### config.mk
export PLATFORM = sky130hd
export DESIGN_NAME = lru_key_value_cache_top
export DESIGN_NICKNAME = d
export VERILOG_FILES = /design/src/hdl/lrukv_pkg.sv /design/src/hdl/lrukv_ram.sv /design/src/hdl/lrukv_rank.sv /design/src/hdl/lru_key_value_cache_top.sv
export SDC_FILE = /design/constraint.sdc
export NUM_CORES = 1
export LEC_CHECK = 0
export ABC_AREA = 1
export BUFFER_PORTS_ARGS = -buffer_cell sky130_fd_sc_hd__buf_2
export CORE_MARGIN = 10
export CORE_UTILIZATION = 35
export DETAILED_ROUTE_END_ITERATION = 8
export PLACE_DENSITY_LB_ADDON = 0.3
export SETUP_SLACK_MARGIN = 0.05
export SLEW_MARGIN = 10
export SYNTH_ARGS = -nofsm -noshare
export SYNTH_HDL_FRONTEND = slang
export SYNTH_HIERARCHICAL = 1
export SYNTH_SLANG_ARGS = --single-unit
### constraint.sdc
create_clock -name clk_i -period 6.45 [get_ports clk_i]
set_clock_uncertainty 0.15 [all_clocks]
set_input_delay 0.9675 -clock clk_i [delete_from_list [all_inputs] [get_ports clk_i]]
set_output_delay 0.9675 -clock clk_i [all_outputs]
set_load 0.005 [all_outputs]
### src/hdl/lrukv_pkg.sv
// Shared types and constants for the LRU key-value cache.
// No dependencies; imported by lrukv_rank, the top level and the bench.
package lrukv_pkg;

  // Field widths fixed by the item format
  localparam int unsigned DATA_W = 32;
  localparam int unsigned CAP_W  = 5;

  // Default depth and capacity register reset value
  localparam int unsigned MAX_ENTRIES_DEF = 16;
  localparam logic [CAP_W-1:0] CAPACITY_RESET = 5'd16;

  // Operation codes
  localparam logic OP_GET = 1'b0;
  localparam logic OP_PUT = 1'b1;

  // Value returned by a get that misses
  localparam logic [DATA_W-1:0] MISS_VALUE = '1;

  // Sequencer states
  typedef enum logic [1:0] {
    ST_IDLE,
    ST_SCAN,
    ST_FETCH,
    ST_RESP
  } state_e;

  // Recency update request from the sequencer
  typedef struct packed {
    logic touch;   // move an existing entry to most recent
    logic insert;  // age all others and install a new most recent entry
  } rank_ctrl_t;

endpackage

### src/hdl/lrukv_ram.sv
// Generic single-port RAM with registered read data.
// No dependencies; used for the key and value stores.
module lrukv_ram #(
  parameter int unsigned WIDTH = 32,
  parameter int unsigned DEPTH = 16
) (
  input  logic                     clk_i,
  input  logic                     we_i,
  input  logic [$clog2(DEPTH)-1:0] addr_i,
  input  logic [WIDTH-1:0]         wdata_i,
  output logic [WIDTH-1:0]         rdata_o
);

  logic [WIDTH-1:0] mem_q [DEPTH];
  logic [WIDTH-1:0] rdata_q;

  // Write on enable, register the read word every cycle
  always_ff @(posedge clk_i) begin
    if (we_i) begin
      mem_q[addr_i] <= wdata_i;
    end
    rdata_q <= mem_q[addr_i];
  end

  assign rdata_o = rdata_q;

endmodule

### src/hdl/lrukv_rank.sv
// Valid bits and recency ranks for every cache entry, updated in parallel.
// Depends on lrukv_pkg for the update request type.
module lrukv_rank #(
  parameter int unsigned MAX_ENTRIES = lrukv_pkg::MAX_ENTRIES_DEF
) (
  input  logic                           clk_i,
  input  logic                           rst_ni,
  input  lrukv_pkg::rank_ctrl_t          ctrl_i,
  input  logic [$clog2(MAX_ENTRIES)-1:0] slot_i,
  input  logic [$clog2(MAX_ENTRIES)-1:0] ref_rank_i,
  input  logic [$clog2(MAX_ENTRIES)-1:0] rd_idx_i,
  output logic [MAX_ENTRIES-1:0]         valid_o,
  output logic                           rd_valid_o,
  output logic [$clog2(MAX_ENTRIES)-1:0] rd_rank_o
);
  import lrukv_pkg::*;

  localparam int unsigned IW = $clog2(MAX_ENTRIES);

  logic [MAX_ENTRIES-1:0] valid_q, valid_d;
  logic [IW-1:0]          rank_q [MAX_ENTRIES];
  logic [IW-1:0]          rank_d [MAX_ENTRIES];

  // Age entries and install the chosen slot as most recent
  always_comb begin
    valid_d = valid_q;
    for (int i = 0; i < MAX_ENTRIES; i++) begin
      rank_d[i] = rank_q[i];
      if (ctrl_i.touch) begin
        if (IW'(i) == slot_i) begin
          rank_d[i] = '0;
        end else if (valid_q[i] && (rank_q[i] < ref_rank_i)) begin
          rank_d[i] = rank_q[i] + IW'(1);
        end
      end else if (ctrl_i.insert) begin
        if (IW'(i) == slot_i) begin
          rank_d[i]  = '0;
          valid_d[i] = 1'b1;
        end else if (valid_q[i]) begin
          rank_d[i] = rank_q[i] + IW'(1);
        end
      end
    end
  end

  always_ff @(posedge clk_i or negedge rst_ni) begin
    if (!rst_ni) begin
      valid_q <= '0;
      for (int i = 0; i < MAX_ENTRIES; i++) begin
        rank_q[i] <= '0;
      end
    end else begin
      valid_q <= valid_d;
      for (int i = 0; i < MAX_ENTRIES; i++) begin
        rank_q[i] <= rank_d[i];
      end
    end
  end

  assign valid_o    = valid_q;
  assign rd_valid_o = valid_q[rd_idx_i];
  assign rd_rank_o  = rank_q[rd_idx_i];

  // Touch and insert never coincide
  assert property (@(posedge clk_i) disable iff (!rst_ni)
    !(ctrl_i.touch && ctrl_i.insert))
    else $error("lrukv_rank: touch and insert together");

  // A touched entry must already be valid
  assert property (@(posedge clk_i) disable iff (!rst_ni)
    ctrl_i.touch |-> valid_q[slot_i])
    else $error("lrukv_rank: touch of an invalid entry");

  // An installed entry reads back as valid and most recent
  assert property (@(posedge clk_i) disable iff (!rst_ni)
    ctrl_i.insert |=> (valid_q[$past(slot_i)] && rank_q[$past(slot_i)] == '0))
    else $error("lrukv_rank: inserted entry not most recent");

endmodule

### src/hdl/lru_key_value_cache_top.sv
// Top level of the LRU key-value cache: sequencer, key/value stores, outputs.
// Depends on lrukv_pkg, lrukv_ram and lrukv_rank.
//
//  channel | direction | handshake              | payload
//  --------+-----------+------------------------+---------------------------------------
//  in      | input     | in_valid_i/in_ready_o  | operation_i, lookup_key_i, write_value_i
//  out     | output    | out_valid_o/out_ready_i| found_o, read_value_o, evicted_o,
//          |           |                        | evicted_key_o
//  cfg     | input     | cfg_we_i (no wait)     | cfg_wdata_i (capacity_in_use)
//
// An item is accepted in idle, then the single key comparator walks the key RAM
// one entry a cycle, then come one value RAM read and the commit.
// The next item is accepted in the cycle after the commit.
// Reset empties the cache at once (valid bits in flops) and sets capacity to 16.
// A result held by a stalled output does not block acceptance; only the commit of
// the following item waits for the output register to free.
module lru_key_value_cache_top #(
  parameter int unsigned MAX_ENTRIES = lrukv_pkg::MAX_ENTRIES_DEF
) (
  input  logic                                clk_i,
  input  logic                                rst_ni,
  input  logic                                in_valid_i,
  output logic                                in_ready_o,
  input  logic                                operation_i,
  input  logic signed [lrukv_pkg::DATA_W-1:0] lookup_key_i,
  input  logic signed [lrukv_pkg::DATA_W-1:0] write_value_i,
  output logic                                out_valid_o,
  input  logic                                out_ready_i,
  output logic                                found_o,
  output logic signed [lrukv_pkg::DATA_W-1:0] read_value_o,
  output logic                                evicted_o,
  output logic signed [lrukv_pkg::DATA_W-1:0] evicted_key_o,
  input  logic                                cfg_we_i,
  input  logic [lrukv_pkg::CAP_W-1:0]         cfg_wdata_i
);
  import lrukv_pkg::*;

  localparam int unsigned IW   = $clog2(MAX_ENTRIES);
  localparam int unsigned CW   = $clog2(MAX_ENTRIES + 1);
  localparam int unsigned CMPW = (CW > CAP_W) ? CW : CAP_W;

  state_e state_q, state_d;

  logic [CW-1:0]     cnt_q, cnt_d;
  logic [CW-1:0]     occ_q, occ_d;
  logic [CAP_W-1:0]  cap_q;

  logic              op_q;
  logic [DATA_W-1:0] key_q, val_q;

  logic              hit_q, hit_d;
  logic [IW-1:0]     hit_idx_q, hit_idx_d;
  logic [IW-1:0]     hit_rank_q, hit_rank_d;
  logic              free_seen_q, free_seen_d;
  logic [IW-1:0]     free_idx_q, free_idx_d;
  logic [IW-1:0]     lru_idx_q, lru_idx_d;
  logic [DATA_W-1:0] lru_key_q, lru_key_d;

  logic              out_valid_q, out_valid_d;
  logic              found_q, found_d;
  logic [DATA_W-1:0] rdval_q, rdval_d;
  logic              evicted_q, evicted_d;
  logic [DATA_W-1:0] evkey_q, evkey_d;

  logic              accept;
  logic              commit;
  logic              full;
  logic              evict;
  logic [CAP_W-1:0]  cap_eff;
  logic [IW-1:0]     cmp_idx;
  logic [IW-1:0]     ins_slot;
  logic [IW-1:0]     wr_slot;

  logic              key_we, val_we;
  logic [IW-1:0]     key_addr, val_addr;
  logic [DATA_W-1:0] key_rdata, val_rdata;

  rank_ctrl_t             rank_ctrl;
  logic [MAX_ENTRIES-1:0] valid_vec;
  logic                   rd_valid;
  logic [IW-1:0]          rd_rank;

  // Capacity clamp: zero acts as one, the depth caps the top
  assign cap_eff = (cap_q == '0) ? CAP_W'(1) : cap_q;
  assign full    = (CMPW'(occ_q) >= CMPW'(cap_eff)) || (occ_q == CW'(MAX_ENTRIES));
  assign evict   = (op_q == OP_PUT) && !hit_q && full;

  assign accept   = in_valid_i && in_ready_o;
  assign cmp_idx  = IW'(cnt_q - CW'(1));
  assign ins_slot = evict ? lru_idx_q : free_idx_q;
  assign wr_slot  = hit_q ? hit_idx_q : ins_slot;

  // Key store: scanned by the counter, written on insert
  assign key_we   = commit && (op_q == OP_PUT) && !hit_q;
  assign key_addr = key_we ? ins_slot : cnt_q[IW-1:0];

  // Value store: read at the hit slot, written by every put
  assign val_we   = commit && (op_q == OP_PUT);
  assign val_addr = val_we ? wr_slot : hit_idx_q;

  lrukv_ram #(
    .WIDTH (DATA_W),
    .DEPTH (MAX_ENTRIES)
  ) u_key_ram (
    .clk_i   (clk_i),
    .we_i    (key_we),
    .addr_i  (key_addr),
    .wdata_i (key_q),
    .rdata_o (key_rdata)
  );

  lrukv_ram #(
    .WIDTH (DATA_W),
    .DEPTH (MAX_ENTRIES)
  ) u_val_ram (
    .clk_i   (clk_i),
    .we_i    (val_we),
    .addr_i  (val_addr),
    .wdata_i (val_q),
    .rdata_o (val_rdata)
  );

  // Recency tracking
  assign rank_ctrl.touch  = commit && hit_q;
  assign rank_ctrl.insert = commit && (op_q == OP_PUT) && !hit_q;

  lrukv_rank #(
    .MAX_ENTRIES (MAX_ENTRIES)
  ) u_rank (
    .clk_i      (clk_i),
    .rst_ni     (rst_ni),
    .ctrl_i     (rank_ctrl),
    .slot_i     (wr_slot),
    .ref_rank_i (hit_rank_q),
    .rd_idx_i   (cmp_idx),
    .valid_o    (valid_vec),
    .rd_valid_o (rd_valid),
    .rd_rank_o  (rd_rank)
  );

  // Sequencer: next state, scan bookkeeping and result
  always_comb begin
    state_d     = state_q;
    cnt_d       = cnt_q;
    occ_d       = occ_q;
    hit_d       = hit_q;
    hit_idx_d   = hit_idx_q;
    hit_rank_d  = hit_rank_q;
    free_seen_d = free_seen_q;
    free_idx_d  = free_idx_q;
    lru_idx_d   = lru_idx_q;
    lru_key_d   = lru_key_q;
    out_valid_d = out_valid_q && !out_ready_i;
    found_d     = found_q;
    rdval_d     = rdval_q;
    evicted_d   = evicted_q;
    evkey_d     = evkey_q;
    in_ready_o  = 1'b0;
    commit      = 1'b0;

    case (state_q)
      ST_IDLE: begin
        in_ready_o = 1'b1;
        if (in_valid_i) begin
          cnt_d       = '0;
          hit_d       = 1'b0;
          free_seen_d = 1'b0;
          state_d     = ST_SCAN;
        end
      end

      ST_SCAN: begin
        cnt_d = cnt_q + CW'(1);
        // Compare the entry whose key arrived this cycle
        if (cnt_q != '0) begin
          if (rd_valid && (key_rdata == key_q) && !hit_q) begin
            hit_d      = 1'b1;
            hit_idx_d  = cmp_idx;
            hit_rank_d = rd_rank;
          end
          if (!rd_valid && !free_seen_q) begin
            free_seen_d = 1'b1;
            free_idx_d  = cmp_idx;
          end
          if (rd_valid && (rd_rank == IW'(occ_q - CW'(1)))) begin
            lru_idx_d = cmp_idx;
            lru_key_d = key_rdata;
          end
        end
        if (cnt_q == CW'(MAX_ENTRIES)) begin
          state_d = ST_FETCH;
        end
      end

      ST_FETCH: begin
        state_d = ST_RESP;
      end

      ST_RESP: begin
        // Hold until the output register is free
        if (!out_valid_q || out_ready_i) begin
          commit      = 1'b1;
          out_valid_d = 1'b1;
          found_d     = hit_q;
          evicted_d   = evict;
          evkey_d     = evict ? lru_key_q : '0;
          if (op_q == OP_GET) begin
            rdval_d = hit_q ? val_rdata : MISS_VALUE;
          end else begin
            rdval_d = '0;
            if (!hit_q && !evict) begin
              occ_d = occ_q + CW'(1);
            end
          end
          state_d = ST_IDLE;
        end
      end

      default: begin
        state_d = ST_IDLE;
      end
    endcase
  end

  // Control registers
  always_ff @(posedge clk_i or negedge rst_ni) begin
    if (!rst_ni) begin
      state_q     <= ST_IDLE;
      cnt_q       <= '0;
      occ_q       <= '0;
      cap_q       <= CAPACITY_RESET;
      hit_q       <= 1'b0;
      free_seen_q <= 1'b0;
      out_valid_q <= 1'b0;
    end else begin
      state_q     <= state_d;
      cnt_q       <= cnt_d;
      occ_q       <= occ_d;
      hit_q       <= hit_d;
      free_seen_q <= free_seen_d;
      out_valid_q <= out_valid_d;
      if (cfg_we_i) begin
        cap_q <= cfg_wdata_i;
      end
    end
  end

  // Payload registers
  always_ff @(posedge clk_i) begin
    if (accept) begin
      op_q  <= operation_i;
      key_q <= lookup_key_i;
      val_q <= write_value_i;
    end
    hit_idx_q  <= hit_idx_d;
    hit_rank_q <= hit_rank_d;
    free_idx_q <= free_idx_d;
    lru_idx_q  <= lru_idx_d;
    lru_key_q  <= lru_key_d;
    found_q    <= found_d;
    rdval_q    <= rdval_d;
    evicted_q  <= evicted_d;
    evkey_q    <= evkey_d;
  end

  assign out_valid_o   = out_valid_q;
  assign found_o       = found_q;
  assign read_value_o  = rdval_q;
  assign evicted_o     = evicted_q;
  assign evicted_key_o = evkey_q;

  // Occupancy counts exactly the valid entries
  assert property (@(posedge clk_i) disable iff (!rst_ni)
    $countones(valid_vec) == int'(occ_q))
    else $error("occupancy does not match valid entries");

  // An accepted item starts a fresh scan
  assert property (@(posedge clk_i) disable iff (!rst_ni)
    accept |=> (state_q == ST_SCAN && cnt_q == '0 && !hit_q))
    else $error("scan did not start after accept");

  // Eviction only from a non-empty cache and never alongside a hit
  assert property (@(posedge clk_i) disable iff (!rst_ni)
    (commit && evict) |-> (occ_q != '0 && !hit_q))
    else $error("eviction from empty cache or on a hit");

  // A held result is not overwritten
  assert property (@(posedge clk_i) disable iff (!rst_ni)
    (out_valid_q && !out_ready_i) |=> (out_valid_q && $stable(rdval_q) && $stable(evkey_q)))
    else $error("stalled result changed");

endmodule

# Yosys cells after proc, flatten, opt, wreduce, memory -nomap -nowiden
# Memories as Yosys holds them, arrays and structs flattened. A register that Yosys moved wholly into a read port is not among the register bits.
# Cells that the tools add are included.
[word_totals]
regBits = 279
ramBits = 1024
in_bits = 75
output_inout_bits = 68
word_cells = 366
memories = 2
[classes]
add_sub_neg = 20
magnitude_cmp = 19
eq_ne = 44
mux = 129
n_bitwise = 2
n_reduce_logical = 99
[memory_table]
columns = ["memory", "words", "word_bits", "rd", "rd_ports_with_merged_regs", "write_ports", "line_no", "source"]
rows = [
  ["u_key_ram.mem_q", 16, 32, 1, 1, 1, "lrukv_ram.sv:14", "logic [WIDTH-1:0] mem_q [DEPTH];"],
  ["u_val_ram.mem_q", 16, 32, 1, 1, 1, "lrukv_ram.sv:14", ""],
]
[ops]
columns = ["operator", "n"]
rows = [
  ["4-bit two-way mux", 102],
  ["3-bit AND reduction", 36],
  ["4-bit by 1-bit adder with 4-bit output, second input constant", 16],
  ["4-bit < comparator", 16],
  ["3-bit by 1-bit inequality test with 1-bit output, second input constant", 16],
  ["3-bit nonzero test", 16],
  ["32-bit == test", 1],
  ["4-bit == test, first input constant", 8],
  ["32-bit two-way mux", 1],
  ["1-bit logical AND", 28],
  ["4-bit binary-select mux with 4-bit select", 1],
  ["3-bit by 4-bit == test with 1-bit output, first input constant", 4],
  ["1-bit two-way mux", 15],
  ["2-bit inequality test, second input constant", 6],
  ["4-bit AND reduction", 3],
  ["5-bit by 1-bit adder with 5-bit output, second input constant", 2],
  ["5-bit == test, second input constant", 2],
  ["5-bit two-way mux", 2],
  ["5-bit one-hot mux with 2 select lines", 1],
  ["2-bit by 4-bit == test with 1-bit output, first input constant", 2],
  ["2-bit one-hot mux with 4 select lines", 1],
  ["4-bit by 1-bit subtractor with 4-bit output, second input constant", 2],
  ["1-bit logical NOT", 6],
  ["2-bit two-way mux", 3],
  ["18 further kinds", 23],
]

# Depth between registers and ports, before layout
[depth]
ltp_word = 11
ltp_mapped = 23
mapped_depth_nobuf = 20

# By module
# The synthesis kept the hierarchy.
[by_module_without_submodules]
columns = ["module", "instances", "cells_per_inst", "area_per_inst_um2", "seq_area_each_um2"]
rows = [
  ["lrukv_ram", 2, 2113, 22213.8, 16015.4],
  ["lru_key_value_cache_top", 1, 740, 8358.0, 5876.9],
  ["lrukv_rank", 1, 907, 6610.1, 2001.9],
]

# Worst setup path before layout
# No wires, ideal clock.
[synth_timing]
path_type = "in2reg"
start = "in out_ready_i"
end = "mem u_val_ram.mem_q[4][0], enable pin"
setup_time_ps = 421
t_arrival_ps = 5169
t_required_ps = 5879
slack_ps = 710
stages = 14
n_path_buf = 2
path_cell_list = "inv_1 > nand2_1 > nand2_1 > inv_1 > nand2_2 > buf_2 > inv_2 > nand3_1 > nand2_1 > inv_1 > nor2_1 > buf_2 > inv_1 > nor2_1"
[synth_via]
elab_cells_between_ends = 7
classes_between = "mux: 5; reduce/logical: 2"
[synth_rtl]
columns = ["item", "line_no", "source"]
rows = [
  ["start: declaration", "lru_key_value_cache_top.sv:28", "input logic out_ready_i,"],
  ["1-bit logical OR", "lru_key_value_cache_top.sv:201", "if (!out_valid_q || out_ready_i) begin"],
  ["1-bit two-way mux", "lru_key_value_cache_top.sv:201", ""],
  ["1-bit two-way mux", "lru_key_value_cache_top.sv:161", "case (state_q)"],
  ["named net commit", "lru_key_value_cache_top.sv:66", "logic commit;"],
  ["1-bit logical AND", "lru_key_value_cache_top.sv:98", "assign val_we = commit && (op_q == OP_PUT);"],
  ["4-bit two-way mux", "lru_key_value_cache_top.sv:99", "assign val_addr = val_we ? wr_slot : hit_idx_q;"],
  ["named net val_addr[2]", "lru_key_value_cache_top.sv:75", "logic [IW-1:0] key_addr, val_addr;"],
  ["end: declaration", "lrukv_ram.sv:14", ""],
]
# The timed path passes the listed nets, and every way through them passes these cells.

# Worst setup path in the final report
[layout_timing]
start = "reg cap_q[4]"
end = "mem u_val_ram.mem_q[2][4], enable pin"
[layout_via]
elab_chain_cells = 8
[layout_lines]
columns = ["item", "line_no", "source"]
rows = [
  ["start: declaration", "lru_key_value_cache_top.sv:46", "logic [CAP_W-1:0] cap_q;"],
  ["start signal: assignment", "lru_key_value_cache_top.sv:243", "cap_q <= cfg_wdata_i;"],
  ["5-bit logical NOT", "lru_key_value_cache_top.sv:84", "assign cap_eff = (cap_q == '0) ? CAP_W'(1) : cap_q;"],
  ["5-bit two-way mux (*)", "lru_key_value_cache_top.sv:84", ""],
  ["5-bit >= comparator (*)", "lru_key_value_cache_top.sv:85", "assign full = (CMPW'(occ_q) >= CMPW'(cap_eff)) || (occ_q == CW'(MAX_ENTRIES));"],
  ["1-bit logical OR (*)", "lru_key_value_cache_top.sv:85", ""],
  ["1-bit logical AND (*)", "lru_key_value_cache_top.sv:86", "assign evict = (op_q == OP_PUT) && !hit_q && full;"],
  ["4-bit two-way mux (*)", "lru_key_value_cache_top.sv:90", "assign ins_slot = evict ? lru_idx_q : free_idx_q;"],
  ["4-bit two-way mux (*)", "lru_key_value_cache_top.sv:91", "assign wr_slot = hit_q ? hit_idx_q : ins_slot;"],
  ["4-bit two-way mux (*)", "lru_key_value_cache_top.sv:99", ""],
  ["named net val_addr[0]", "lru_key_value_cache_top.sv:75", ""],
]
# The timed path passes the listed nets; every way through them passes the cells marked *.

==> reports/metrics.yaml <==
critical_path:
  cp-start-kind: "register"
  cp_max_fo: 60
  rr_worst_depth: 14
  critPathTopFamily: "simple AND/OR/NAND/NOR gates"
  cp_slowest_cell: "nor2_4"
  crit_buf_inv: 3
  r2r_slack_ps: 1090
  reg2reg_from: "cap_q[4]"
  cp.required_ps: 6750
  crit_arrival_ps: 5650
  crit_type: "reg -> reg"
  r2r_end: "u_val_ram/mem_q[2][4]"
  cp_cell_sequence: "o41ai_1 -> ha_1 -> nand2_1 -> inv_1 -> nand4_1 -> nand4_4 -> nand2_4 -> nand2_1 -> nand3_1 -> nand2_4 -> inv_6 -> nand3_1 -> nor2_4 -> buf_4"
  end_kind: "register"
  cp_slowest_stage_delay_ps: 540
synth:
  synthAdderAreaFrac_pct: 1.66
  synth-edff-count: 1203
  yosysMostFrequentCell: "nand2_1"
  async_flop_share_pct: 7.32
  muxShareOfSynthArea_pct: 0
  yosysTopAreaCell: "edfxtp_1"
  synth_top_family_by_area: "simple AND/OR/NAND/NOR gates"
  ys_seq_area_share_pct: 67.2
  syn_inst: 5873
  ys.flop_type: "edfxtp_1"
  synth_warnings: 6
  synth-xor-area-share_pct: 0.590
  synth_nets: 6027
  synthesis.area_mm2: 0.0594
  avgSynthCellArea_um2: 10.1
  synth-simple-area-share_pct: 24.2
  synth_area_leaders: "edfxtp_1 (61%), nand2_1 (20%), dfrtp_1 (4.2%)"
  synth_compound_area_share_pct: 1.51
  synth_seq_cells: 1367
  synth_common_cells: "nand2_1 (3146), edfxtp_1 (1203), inv_1 (351)"
  synth_top_area_share_pct: 60.8
  synth_cell_types: 49
clock_network:
  clk_latency_ps: 800
  ctsResizeCount: 0
  post-cts-setup-buffers: 0
  clockBufferDepth: 3
  cts_tree: "built"
  cts_root_buffer: "clkbuf_16"
  cts.sinks: 1367
  cts-hold-fix-buffers: 0
  cts_made_buffers: 150
  clk_pin_slew_worst_paths_ps: 60
  htreeDepth: 4
placement:
  gp_congestion: 0.807
  dp_cells: 8111
  post_dp_cell_area_mm2: 0.0627
  dpl_worst_slack_ps: 1050
  dp_hpwl_um: 92400
  io_buffers: 142
power:
  p_per_area_mw_per_mm2: 435
  pwr-share-clk_pct: 28.6
  seq_power_share_pct: 39.4
  p_leak_nw: 28.8
  total_power_mw: 29.3
  combPwrFrac_pct: 32.0
  switchingPower_mw: 11.1
  intPower_mw: 18.3
  p_sw_share_pct: 37.8
  peakVddDrop_mv: 0.692
timing:
  fmaxAchievable_ghz: 0.187
  tns_ps: 0
  min_period_ps: 5360
  worst_slack_ps: 1090
  slew_violations: 0
  setup_viol: 0
  holdWs_ps: 59.6
  rsz0062_at_grt: "false"
  hold_viol: 0
  worst_pin_slew_ps: 1220
  fin_crit_sh_pct: 83.0
  slew_headroom_pct: 18.6
route:
  drc: 0
  wl_um: 161000
  drt_iter0_drc: 3166
  vias_per_cell: 4.76
  wl_per_cell_um: 19.1
  ant_nets: 0
  vias: 39936
  first_pass_iters: 6
cells_and_area:
  fin_util_pct: 39.9
  nets: 6199
  fillers: 16284
  layout.cells.non_filler: 8388
  ff_latch_area_mm2: 0.0399
  areaGrowthSynthToFinish_pct: 13.6
  drive_gt1_share_pct: 9.53
  fin_area_mm2: 0.0675
  multi_input_area_mm2: 0.0169
floorplanning:
  coreArea_mm2: 0.169
  initial_utilization_pct: 35.1
  fp.dieW_um: 432
  fp.dieH_um: 432
  dieArea_mm2: 0.187
  ios: 143
  row_count: 151
grt:
  grt_max_degree: 215
  grt_pass1_wl_um: 240000
  antenna_found_initial: 11
  grt_util_all_layers_pct: 16.9
  grt_pass1_vias: 38214
  grt_overflow_total: 0
run:
  drv_cap: 0
status:
  run_status: "finished clean"
hold_path:
  hp-class: "in -> async"
## how the worst max path moves through the flow
stage | from | to | slack (ps) | cells past startpoint
after CTS | cap_q[4] | u_val_ram/mem_q[6][23] | 1020 | 14
after detailed placement | cap_q[4] | u_val_ram/mem_q[6][28] | 1050 | 14
final | cap_q[4] | u_val_ram/mem_q[2][4] | 1090 | 14
after floorplan | out_ready_i | u_val_ram/mem_q[4][0] | 710 | 14
after global routing | cap_q[1] | u_val_ram/mem_q[6][25] | 730 | 14
after global placement | cap_q[1] | u_val_ram/mem_q[6][28] | 1170 | 14
## state kept, by name, summed over array words and instances (netlist names), 2 cells and up
| name | count |
|---|---|
| u_key_ram/mem_q | 512 |
| u_val_ram/mem_q | 512 |
| u_rank/rank_q | 64 |
| evicted_key_o | 32 |
| key_q | 32 |
| lru_key_q | 32 |
| read_value_o | 32 |
| u_key_ram/rdata_o | 32 |
| u_val_ram/rdata_o | 32 |
| val_q | 32 |
| u_rank/valid_o | 16 |
| cap_q | 5 |
| cnt_q | 5 |
| occ_q | 5 |
| free_idx_q | 4 |
| hit_idx_q | 4 |
| hit_rank_q | 4 |
| lru_idx_q | 4 |
| state_q | 2 |
## cells by family (layout without fill, tap and decap cells)
kind of cell	after synthesis	count (layout)
compound gates	157	157
simple gates	3635	3635
fa+ha+maj	79	79
buf+inv	595	890
other cells	0	2
xor+xnor	40	40
flops	1367	1367
## per-layer routing
layer | GRT usage, % | vias to the layer above | wire [um]
met2 | 28.0 | 1106 | 76800
met5 | 0 | - | 47
met3 | 3.15 | 270 | 9190
met1 | 22.0 | 19215 | 69000
met4 | 6.14 | 8 | 5500
li1 | - | 19337 | -
## layout by cell type (no fill, tap or decap), types with 6 or more instances in the layout
cell type and instances:
bufinv_16 7, nand3_2 10, buf_2 141, buf_4 102, nand3b_1 6, xor2_1 16, o22ai_1 10, o211ai_1 12
nand4_1 65, edfxtp_1 1203, nand2_2 8, clkinv_1 32, inv_6 9, nor2_4 47, buf_12 12, clkbuf_1 35
xnor2_1 24, clkinv_2 21, or2_2 6, clkbuf_16 153, o21ai_0 68, clkbuf_8 12, nand3_1 88, nor2_2 9
dfrtp_1 99, ha_1 79, dfxtp_1 64, nand2_1 3142, nor2_1 224, inv_2 9, inv_1 343, nand2_4 10
a21oi_1 50
## worst register-to-register path, stage by stage (launching register included)
cell and delay (ps):
dfstp_2 370, o41ai_1 470, ha_1 320, nand2_1 90
inv_1 50, nand4_1 110, nand4_4 200, nand2_4 430
nand2_1 170, nand3_1 210, nand2_4 430, inv_6 560
nand3_1 420, nor2_4 540, buf_4 490
## layout make-up
type                       instances  area share, %
inverter                         360           2.03
timing repair buffer             255           2.54
clock inverter                    75          0.985
multi-input combinational       3911           25.1
clock buffer                     200           6.11
sequential                      1367           59.2
tap                             2218           4.11
antenna                            2        0.00742
## power by group through the flow
stage	Combinational, mW	Sequential, mW	Clock [mW]
finish	9.39	11.6	8.39
global route	10.5	11.7	8.94
CTS	9.42	11.6	8.58
detailed placement	9.38	11.7	0
global placement	9.29	11.7	0
floorplan	6.57	11.5	0
Power figures use the tool's default switching activity.
